<file path="config.mk">
export PLATFORM = sky130hd
export DESIGN_NAME = pending_event_match_table
export DESIGN_NICKNAME = d
export VERILOG_FILES = /design/src/hw/rtl/pemt_pkg.sv /design/src/hw/rtl/pending_event_match_table.sv /design/src/hw/rtl/pemt_datapath.sv /design/src/hw/rtl/pemt_ctrl.sv
export VERILOG_INCLUDE_DIRS = /design/src /design/src/hw/rtl
export SDC_FILE = /design/constraint.sdc
export NUM_CORES = 2
export LEC_CHECK = 0
export BUFFER_PORTS_ARGS = -buffer_cell sky130_fd_sc_hd__buf_4
export CAP_MARGIN = 20
export CORE_MARGIN = 2
export CORE_UTILIZATION = 62
export CTS_CLUSTER_DIAMETER = 100
export DETAILED_ROUTE_END_ITERATION = 8
export PLACE_DENSITY_LB_ADDON = 0.3
export SYNTH_ARGS = -nofsm -noshare
export SYNTH_HDL_FRONTEND = slang
export SYNTH_SLANG_ARGS = --single-unit
</file>
<file path="constraint.sdc">
create_clock -name i_clk -period 9 [get_ports i_clk]
set_input_delay 1.35 -clock i_clk [delete_from_list [all_inputs] [get_ports i_clk]]
set_output_delay 1.35 -clock i_clk [all_outputs]
set_load 0.02 [all_outputs]
</file>
<file path="src/hw/rtl/pending_event_match_table_macros.svh">
// assertion macros for the pending event match table
`ifndef PENDING_EVENT_MATCH_TABLE_MACROS_SVH
`define PENDING_EVENT_MATCH_TABLE_MACROS_SVH

`ifndef SYNTH
`define PEMT_ASSERT(label, prop, msg) \
    label: assert property (@(posedge i_clk) disable iff (!i_rst_n) prop) else $error(msg);
`define PEMT_ASSERT_ALWAYS(label, prop, msg) \
    label: assert property (@(posedge i_clk) prop) else $error(msg);
`else
`define PEMT_ASSERT(label, prop, msg)
`define PEMT_ASSERT_ALWAYS(label, prop, msg)
`endif

`endif

</file>
<file path="src/hw/rtl/pemt_pkg.sv">
// shared constants and types of the pending event match table
`default_nettype none

package pemt_pkg;

    localparam int TABLE_DEPTH = 16;
    localparam int MAX_RESULTS = 16;
    localparam int IDX_W = (TABLE_DEPTH > 1) ? $clog2(TABLE_DEPTH) : 1;
    localparam int CNT_W = $clog2(TABLE_DEPTH + 1);
    localparam int RES_W = $clog2(MAX_RESULTS + 1);

    localparam logic [2:0] ST_ACCEPTED  = 3'd0;
    localparam logic [2:0] ST_FULL      = 3'd1;
    localparam logic [2:0] ST_INVALID   = 3'd2;
    localparam logic [2:0] ST_DELIVERED = 3'd3;
    localparam logic [2:0] ST_NO_MATCH  = 3'd4;

    localparam logic       KIND_REGISTER = 1'b0;
    localparam logic [1:0] CODE_INVALID  = 2'd3;

    typedef struct packed {
        logic [31:0] list_address;
        logic [1:0]  event_code;
        logic [31:0] queue_address;
        logic [31:0] message_word;
    } t_entry;

    typedef struct packed {
        logic       load;
        logic       store;
        logic       keep;
        logic       take;
        logic       finish;
        logic       emit;
        logic       emit_pend;
        logic       emit_last;
        logic [2:0] emit_status;
    } t_cmd;

    typedef struct packed {
        logic kind;
        logic invalid;
        logic full;
        logic at_end;
        logic match;
        logic pend;
        logic out_free;
    } t_stat;

endpackage

`default_nettype wire

</file>
<file path="src/hw/rtl/pending_event_match_table.sv">
// pending event match table: top level
//
// input channel i_valid / o_ready carries one request: a register request
// (kind 0) stores list address, event type, queue and message unless the type
// is invalid or the table is full; a dispatch request (kind 1) removes every
// stored entry with the same list address and type, oldest first; the rest keep their order
// output channel o_valid / i_ready carries the results; o_last marks the
// final result of a request
// a register request answers with one result
// a dispatch walks the table one entry per cycle, but for holds while the
// output register is busy, through a single read port of the entry memory
// one request is worked on at a time; o_ready is high only while idle
// reset empties the table and drops any pending result
// when the receiver stalls, the result waits in the output register and
// the scan holds at the next match until that register frees
`default_nettype none

module pending_event_match_table (
    input  wire logic        i_clk,
    input  wire logic        i_rst_n,
    input  wire logic        i_valid,
    output logic             o_ready,
    input  wire logic        i_kind,
    input  wire logic [31:0] i_list_address,
    input  wire logic [1:0]  i_event_code,
    input  wire logic [31:0] i_queue_address,
    input  wire logic [31:0] i_message_word,
    output logic             o_valid,
    input  wire logic        i_ready,
    output logic [2:0]       o_status,
    output logic [31:0]      o_out_queue,
    output logic [31:0]      o_out_message,
    output logic             o_last
);
    import pemt_pkg::*;

`include "pending_event_match_table_macros.svh"

    t_cmd  cmd;
    t_stat stat;

    pemt_ctrl u_ctrl (
        .i_clk   (i_clk),
        .i_rst_n (i_rst_n),
        .i_valid (i_valid),
        .o_ready (o_ready),
        .i_stat  (stat),
        .o_cmd   (cmd)
    );

    pemt_datapath u_datapath (
        .i_clk           (i_clk),
        .i_rst_n         (i_rst_n),
        .i_cmd           (cmd),
        .o_stat          (stat),
        .i_kind          (i_kind),
        .i_list_address  (i_list_address),
        .i_event_code    (i_event_code),
        .i_queue_address (i_queue_address),
        .i_message_word  (i_message_word),
        .i_ready         (i_ready),
        .o_valid         (o_valid),
        .o_status        (o_status),
        .o_out_queue     (o_out_queue),
        .o_out_message   (o_out_message),
        .o_last          (o_last)
    );

    `PEMT_ASSERT(a_emit_into_free_slot, cmd.emit |-> stat.out_free, "result overwrites a waiting one")
    `PEMT_ASSERT(a_busy_after_accept, (i_valid && o_ready) |=> !o_ready, "request taken while busy")
    `PEMT_ASSERT(a_single_results_last, (o_valid && o_status != ST_DELIVERED) |-> o_last, "single result without last")
    `PEMT_ASSERT_ALWAYS(a_no_store_without_room, (cmd.store && i_rst_n) |-> !stat.full, "store into full table")

endmodule

`default_nettype wire

</file>
<file path="src/hw/rtl/pemt_datapath.sv">
// table memory, scan pointers, pending result and output register
`default_nettype none

module pemt_datapath (
    input  wire logic          i_clk,
    input  wire logic          i_rst_n,
    input  wire pemt_pkg::t_cmd i_cmd,
    output pemt_pkg::t_stat    o_stat,
    input  wire logic          i_kind,
    input  wire logic [31:0]   i_list_address,
    input  wire logic [1:0]    i_event_code,
    input  wire logic [31:0]   i_queue_address,
    input  wire logic [31:0]   i_message_word,
    input  wire logic          i_ready,
    output logic               o_valid,
    output logic [2:0]         o_status,
    output logic [31:0]        o_out_queue,
    output logic [31:0]        o_out_message,
    output logic               o_last
);
    import pemt_pkg::*;

    t_entry             r_mem [TABLE_DEPTH];
    t_entry             r_rd_data;
    t_entry             r_req;
    logic [CNT_W-1:0]   r_count;
    logic [CNT_W-1:0]   r_e;
    logic [CNT_W-1:0]   r_wr;
    logic [RES_W-1:0]   r_n;
    logic [31:0]        r_pend_queue;
    logic [31:0]        r_pend_msg;
    logic               r_out_valid;
    logic [2:0]         r_out_status;
    logic [31:0]        r_out_queue;
    logic [31:0]        r_out_msg;
    logic               r_out_last;

    logic [CNT_W-1:0]   n_e;
    logic [IDX_W-1:0]   rd_addr;
    logic [IDX_W-1:0]   wr_addr;
    t_entry             wr_data;
    logic               we;
    logic               advance;

    assign advance = i_cmd.keep | i_cmd.take;
    assign n_e     = r_e + 1'b1;

    always_comb begin
        priority if (i_cmd.load) begin
            rd_addr = '0;
        end else if (advance) begin
            rd_addr = n_e[IDX_W-1:0];
        end else begin
            rd_addr = r_e[IDX_W-1:0];
        end
    end

    assign we      = i_cmd.store | i_cmd.keep;
    assign wr_addr = i_cmd.store ? r_count[IDX_W-1:0] : r_wr[IDX_W-1:0];
    assign wr_data = i_cmd.store ? r_req : r_rd_data;

    always_ff @(posedge i_clk) begin
        if (we) begin
            r_mem[wr_addr] <= wr_data;
        end
        r_rd_data <= r_mem[rd_addr];
    end

    // request, pending and output payload
    always_ff @(posedge i_clk) begin
        if (i_cmd.load) begin
            r_req.list_address    <= i_list_address;
            r_req.event_code      <= i_event_code;
            r_req.queue_address   <= i_queue_address;
            r_req.message_word    <= i_message_word;
        end
        if (i_cmd.take) begin
            r_pend_queue <= r_rd_data.queue_address;
            r_pend_msg   <= r_rd_data.message_word;
        end
        if (i_cmd.emit) begin
            r_out_status <= i_cmd.emit_status;
            r_out_queue  <= i_cmd.emit_pend ? r_pend_queue : '0;
            r_out_msg    <= i_cmd.emit_pend ? r_pend_msg : '0;
            r_out_last   <= i_cmd.emit_last;
        end
    end

    always_ff @(posedge i_clk) begin
        if (!i_rst_n) begin
            r_count     <= '0;
            r_e         <= '0;
            r_wr        <= '0;
            r_n         <= '0;
            r_out_valid <= 1'b0;
        end else begin
            if (i_cmd.load) begin
                r_e  <= '0;
                r_wr <= '0;
                r_n  <= '0;
            end else begin
                if (advance) begin
                    r_e <= n_e;
                end
                if (i_cmd.keep) begin
                    r_wr <= r_wr + 1'b1;
                end
                if (i_cmd.take) begin
                    r_n <= r_n + 1'b1;
                end
            end
            priority if (i_cmd.store) begin
                r_count <= r_count + 1'b1;
            end else if (i_cmd.finish) begin
                r_count <= r_wr;
            end
            if (i_cmd.emit) begin
                r_out_valid <= 1'b1;
            end else if (i_ready) begin
                r_out_valid <= 1'b0;
            end
        end
    end

    always_comb begin
        o_stat.kind     = i_kind;
        o_stat.invalid  = (r_req.event_code == CODE_INVALID);
        o_stat.full     = (r_count >= CNT_W'(TABLE_DEPTH));
        o_stat.at_end   = (r_e >= r_count);
        o_stat.match    = (r_rd_data.list_address == r_req.list_address)
                        && (r_rd_data.event_code == r_req.event_code)
                        && (r_n < RES_W'(MAX_RESULTS));
        o_stat.pend     = (r_n != '0);
        o_stat.out_free = !r_out_valid || i_ready;
    end

    assign o_valid       = r_out_valid;
    assign o_status      = r_out_status;
    assign o_out_queue   = r_out_queue;
    assign o_out_message = r_out_msg;
    assign o_last        = r_out_last;

endmodule

`default_nettype wire

</file>
<file path="src/hw/rtl/pemt_ctrl.sv">
// sequencing of register and dispatch requests
`default_nettype none

module pemt_ctrl (
    input  wire logic           i_clk,
    input  wire logic           i_rst_n,
    input  wire logic           i_valid,
    output logic                o_ready,
    input  wire pemt_pkg::t_stat i_stat,
    output pemt_pkg::t_cmd      o_cmd
);
    import pemt_pkg::*;

    typedef enum logic [1:0] {
        S_IDLE,
        S_REG,
        S_SCAN
    } t_state;

    t_state r_state;
    t_state n_state;

    assign o_ready = (r_state == S_IDLE);

    always_comb begin
        o_cmd   = '0;
        n_state = r_state;
        unique case (r_state)
            S_IDLE: begin
                if (i_valid) begin
                    o_cmd.load = 1'b1;
                end
            end
            S_REG: begin
                if (i_stat.out_free) begin
                    o_cmd.emit      = 1'b1;
                    o_cmd.emit_last = 1'b1;
                    priority if (i_stat.invalid) begin
                        o_cmd.emit_status = ST_INVALID;
                    end else if (i_stat.full) begin
                        o_cmd.emit_status = ST_FULL;
                    end else begin
                        o_cmd.emit_status = ST_ACCEPTED;
                        o_cmd.store       = 1'b1;
                    end
                    n_state = S_IDLE;
                end
            end
            S_SCAN: begin
                priority if (i_stat.at_end) begin
                    if (i_stat.out_free) begin
                        o_cmd.emit        = 1'b1;
                        o_cmd.emit_last   = 1'b1;
                        o_cmd.emit_pend   = i_stat.pend;
                        o_cmd.emit_status = i_stat.pend ? ST_DELIVERED : ST_NO_MATCH;
                        o_cmd.finish      = 1'b1;
                        n_state           = S_IDLE;
                    end
                end else if (i_stat.match) begin
                    // hold the previous match until the output slot frees
                    if (!i_stat.pend || i_stat.out_free) begin
                        o_cmd.take        = 1'b1;
                        o_cmd.emit        = i_stat.pend;
                        o_cmd.emit_pend   = 1'b1;
                        o_cmd.emit_status = ST_DELIVERED;
                    end
                end else begin
                    o_cmd.keep = 1'b1;
                end
            end
            default: begin
                n_state = S_IDLE;
            end
        endcase
        if (o_cmd.load) begin
            n_state = (i_stat.kind == KIND_REGISTER) ? S_REG : S_SCAN;
        end
    end

    always_ff @(posedge i_clk) begin
        if (!i_rst_n) begin
            r_state <= S_IDLE;
        end else begin
            r_state <= n_state;
        end
    end

endmodule

`default_nettype wire

</file>
# Yosys cells after proc, flatten, opt, wreduce, memory -nomap -nowiden
# Memories as Yosys holds them, arrays and structs flattened. A register that Yosys moved wholly into a read port is not among the register bits.
# Cells that the tools add are included.
[op_classes]
bitwise = 3
n_div = 0
n_lt_le_gt_ge = 3
multipliers = 0
n_eq_ne = 7
reduce_logical = 12
add_sub_neg = 4
mux = 43
shifts = 0
[op_table]
columns = ["op", "count"]
rows = [
  ["$mux 98", 1],
  ["$eq 32x32->1", 1],
  ["$add 5x1->5 const B", 4],
  ["$mux 2", 10],
  ["$mux 1", 18],
  ["$mux 4", 4],
  ["$mux 3", 4],
  ["$mux 5", 2],
  ["$pmux 4 s2", 1],
  ["$mux 7", 1],
  ["$pmux 2 s3", 1],
  ["$ge 5x5->1", 1],
  ["$ge 5x5->1 const B", 1],
  ["$lt 5x5->1 const B", 1],
  ["$reduce_bool 5->1", 1],
  ["$eq 2x2->1 const B", 2],
  ["$reduce_bool 2->1", 2],
  ["$ne 3x3->1 const B", 1],
  ["$eq 2x1->1 const B", 1],
  ["$eq 2x2->1", 1],
  ["$logic_and 1x1->1", 2],
  ["$logic_not 1->1", 2],
  ["$logic_not 2->1", 1],
  ["$logic_or 1x1->1", 2],
  ["other kinds (6)", 7],
]
[totals]
out_inout_bits = 70
mem_count = 1
wordCells = 89
register_bits = 253
latchBits = 0
mem_bits_rw = 1568
romBits = 0
[mem_list]
columns = ["name", "depth", "word_bits", "rd", "rd_clocked_by_memory_dff", "wr", "line", "text"]
rows = [
  ["u_datapath.r_mem", 16, 98, 1, 1, 1, "pemt_datapath.sv:23", "t_entry r_mem [TABLE_DEPTH];"],
]

# Longest topological paths before layout
[depth]
ltp_word = 10
ltp_mapped = 15
depth_no_buf = 11

# Modules after synthesis
# From an unflattened synthesis, not the netlist that was laid out.
[hier_totals]
cells_unflattened = 4565
area_unflattened_um2 = 73833.3
[by_module_without_submodules]
columns = ["mod", "n_inst", "seq_area_each_um2", "cells_each", "area_each_um2"]
rows = [
  ["pemt_datapath", 1, 56374.1, 4528, 73566.8],
  ["pemt_ctrl", 1, 40.0, 37, 266.5],
]

# Worst setup path before layout
# No wires, ideal clock.
[synth_timing]
path_kind = "reg2reg"
start = "register u_datapath.r_e[0]"
end = "memory u_datapath.r_mem[10][0] (netlist name), enable pin"
required_time_ns = 8.444
t_arrival_ns = 6.682
path_slack_ns = 1.762
stages_incl_launch_ff = 12
setup_time_ns = 0.556
path_cell_list = "dfxtp_1 inv_1 ha_1 nand2b_1 a211o_1 a31o_1 a211o_1 buf_6 a21oi_1 nor2b_1 a31oi_1 nor2_1"
[synth_between]
elab_chain_cells = 6
[synth_rtl]
columns = ["element", "line", "text"]
rows = [
  ["from (decl)", "pemt_datapath.sv:27", "logic [CNT_W-1:0] r_e;"],
  ["from (signal assigned)", "pemt_datapath.sv:103", "r_e <= n_e;"],
  ["$ge 5x5->1", "pemt_datapath.sv:129", "o_stat.at_end = (r_e >= r_count);"],
  ["$mux 2", "pemt_ctrl.sv:50", "priority if (i_stat.at_end) begin"],
  ["$mux 3", "pemt_ctrl.sv:28", "unique case (r_state)"],
  ["$or 1x1->1", "pemt_datapath.sv:58", "assign we = i_cmd.store | i_cmd.keep;"],
  ["$mux 1", "pemt_datapath.sv:63", "if (we) begin"],
  ["$mux 1 (implied by the code)", "pemt_datapath.sv:64", "r_mem[wr_addr] <= wr_data;"],
  ["to (decl)", "pemt_datapath.sv:23", ""],
]
# Every way passes these cells.

# Final worst setup path
[layout_timing]
start = "register u_datapath.r_e[0]"
end = "memory u_datapath.r_mem[14][83] (netlist name), enable pin"
# The elaborated chain is that of the path after synthesis.

==> metrics.md <==
| Metric | Value |
|---|---|
| Status | completed |
| Worst-Margin Slew | 1.09 ns |
| Largest net degree at the start of global routing | 111 |
| Syn Area/Cell | 21.1 um^2 |
| Port buffer count | 172 |
| Number of global-route vias before repair | 35,800 |
| Synthesized area | 70,800 um^2 |
| 1st-pass router iterations | 7 |
| WL final | 156 mm |
| Nets | 3,727 |
| Synth-to-Final Area Change | 13.4% |
| # IOs | 173 |
| Hold Crit Start | u_datapath.r_rd_data[26]$_DFF_P_ |
| Yosys warnings | 0 |
| Max_slew headroom | 0.274 |
| Worst Hold End | u_datapath.r_pend_msg[26]$_DFFE_PP_ |
| CTS sink cnt | 1,919 |
| Worst setup path class | reg2reg |
| Maximum Capacitance Violations | 0 |
| Worst Skew | 0.0298 ns |
| WP data arrival | 6.33 ns |
| Row cnt | 123 |
| Post-CTS setup buffer count | 0 |
| Post-synth EDFFs | 1,798 |
| DR iter-0 viols | 4,308 |
| Synth cell types | 49 |
| PwrDens | 231 nW/um^2 |
| Seq cells post-synth | 1,919 |
| Chip width | 342 um |
| Setup TNS | 0 ns |
| Hold Crit Class | reg2reg |
| Total gr overflow | 0 |
| Resize count post-CTS | 0 |
| Worst Hold Depth | 0 |
| Total GRT Usage | 0.274 |
| WP data required | 9.42 ns |
| GPL Wtd Cong | 0.844 |
| Syn Nets | 3,468 |
| Reg2reg end | u_datapath.r_mem[14][83]$_DFFE_PP_ |
| Hold-fix buffers, CTS | 0 |
| # DRC | 0 |
| RSZ-0062 raised after global routing | no |
| Total CTS buffers | 180 |
| Post-route antenna net violation count | 0 |
| Post-DP HPWL | 81.2 mm |
| Skew-Pair Late Insertion Delay | 0.80 ns |
| Finish-stage setup viols | 0 |
| Initial antenna violation count | 4 |
| CP Launch Type | flip-flop |
| Ys flop type | edfxtp_1 |
| Layout cells sized above 1 | 0.248 |
| DR WL/cell | 29.7 um |
| Final hold violation count | 0 |
| H-tree depth | 4 |
| Via-to-Cell Ratio | 6.50 |
| Root Buffer | clkbuf_16 |
| Worst-path clk slew | 0.06 ns |
| Max Fanout on Critical Path | 49 |
| Critical R2R Launch | u_datapath.r_e[0]$_SDFFE_PP0N_ |
| Fin crit period | 5.91 ns |
| CTS tree | built |
| Core Util, Final | 0.711 |
| CP endpoint kind | flip-flop |
| DR vias | 34,300 |
| R2r worst-path depth | 12 |
| VDD IR max | 0.000227 V |
| Clock tree buffer depth | 3 |
| Fmax achieved | 0.169 GHz |
| Syn Inst Count | 3,351 |
| Slew Viols, Final | 0 |
| Antenna cells | 0 |
| Ys async rst share | 0 |
| Core area | 113,000 um^2 |
| First-pass GRT wire length | 232 mm |
| Reg2Reg Setup Slack | 3.09 ns |
| Die Ht | 342 um |
| Initial core utilization | 0.627 |
| Final clock period utilization by the worst path | 0.657 |
| DIE AREA | 117,000 um^2 |
| Leak | 26.8 nW |
| Seq/Total Area, Yosys | 0.797 |
Yosys cell counts, types with 5 or more instances:
master	instances	area, um^2
nor2b_1	5	31.3
nand2_1	411	1540
a21oi_1	9	45.0
xnor2_1	18	158
mux4_2	392	8830
edfxtp_1	1798	54000
buf_4	6	45.0
nor4_1	5	31.3
xor2_1	24	210
nand3_1	5	25.0
a22oi_1	196	1470
buf_2	52	260
and2_1	69	432
nor3_1	10	50.1
clkbuf_1	103	387
dfxtp_1	121	2420
a31oi_1	6	37.5
inv_1	16	60.1
nor2_1	42	158
ha_1	14	175
nand4_1	8	50.1
layout by cell type, fill, tap and decap left out, types with 25 or more instances in the layout:
master	netlist	routed
and2_1	69	67
clkinv_1	1	28
dfxtp_1	121	121
buf_4	6	224
a22oi_1	196	196
clkbuf_16	0	185
nor2_1	42	26
clkinv_2	0	25
nand2_1	411	410
edfxtp_1	1798	1798
clkbuf_1	103	44
mux4_2	392	392
how the worst max path moves through the flow:
stage / from / to / slack (ns) / cells past startpoint
after floorplan: u_datapath.r_e[0]$_SDFFE_PP0N_ / u_datapath.r_mem[10][0]$_DFFE_PP_ / 1.76 / 11
after global placement: i_ready / u_datapath.r_mem[5][93]$_DFFE_PP_ / 2.58 / 10
after detailed placement: i_ready / u_datapath.r_mem[15][88]$_DFFE_PP_ / 2.70 / 10
after CTS: u_datapath.r_e[0]$_SDFFE_PP0N_ / u_datapath.r_mem[14][97]$_DFFE_PP_ / 3.18 / 12
after global routing: u_datapath.r_e[0]$_SDFFE_PP0N_ / u_datapath.r_mem[14][97]$_DFFE_PP_ / 2.79 / 12
final: u_datapath.r_e[0]$_SDFFE_PP0N_ / u_datapath.r_mem[14][83]$_DFFE_PP_ / 3.09 / 12
worst max-delay path: stages, from the launching register on:
cell,delay (ns)
dfxtp_1,0.44
inv_1,0.10
ha_1,0.30
nand2b_1,0.15
a211o_1,0.30
a31o_1,0.22
a211o_1,0.48
a21oi_1,0.67
nor2b_1,0.26
a31oi_1,0.36
nor2_4,0.68
buf_4,0.92
buf_4,0.58
metal layers:
metal / vias up / track usage / part of all wire
met2: 1887 / 0.437 / 0.49
met1: 17900 / 0.380 / 0.37
met3: 333 / 0.0566 / 0.094
li1: 14100 / - / -
met5: - / 0 / 0.00018
met4: 4 / 0.109 / 0.037
logic make-up (layout without fill, tap and decap cells):
family | after synthesis | after routing | share of synthesized area
mux | 395 | 395 | 0.125
fa+ha+maj | 14 | 14 | 0.00248
buf+inv | 179 | 596 | 0.0108
simple gates | 566 | 566 | 0.0341
compound gates | 236 | 236 | 0.0248
xor+xnor | 42 | 42 | 0.00520
flops | 1919 | 1919 | 0.797
cell type report:
| class | instances | area [um^2] |
|---|---|---|
| Tap cell | 1500 | 1880 |
| Timing Repair Buffer | 239 | 2000 |
| Fill cell | 6291 | 32500 |
| Inverter | 17 | 66.3 |
| Sequential cell | 1919 | 56400 |
| Clock buffer | 244 | 5000 |
| Clock inverter | 96 | 1140 |
| Multi-Input combinational cell | 1253 | 13800 |
report_power, final:
part	switching [mW]	internal, mW
clock	3.22	4.57
combinational	0.462	0.191
sequential	0.0658	10.0
sequential cells by signal, summed over array words and instances (netlist names), 32 cells and up:
| name | count |
|---|---|
| u_datapath.r_pend_queue | 32 |
| u_datapath.r_mem | 1568 |
| u_datapath.o_out_message | 32 |
| u_datapath.r_rd_data | 98 |
| u_datapath.r_req | 98 |
| u_datapath.r_pend_msg | 32 |
| u_datapath.o_out_queue | 32 |
metrics by stage:
step                      cell area, um^2  setup slack (ns)  power (mW)  cells  hold WS, ns
after floorplan                     70800              1.76        10.6   3351        0.408
after global placement              74000              2.58        10.9   4922        0.412
after detailed placement            74100              2.70        10.9   4926        0.417
after CTS                           80200              3.18        18.6   5266        0.427
after global routing                80300              2.79        19.0   5268        0.430
final                               80300              3.09        18.5   5268        0.427
No activity file was read; power rests on OpenSTA's default activity.
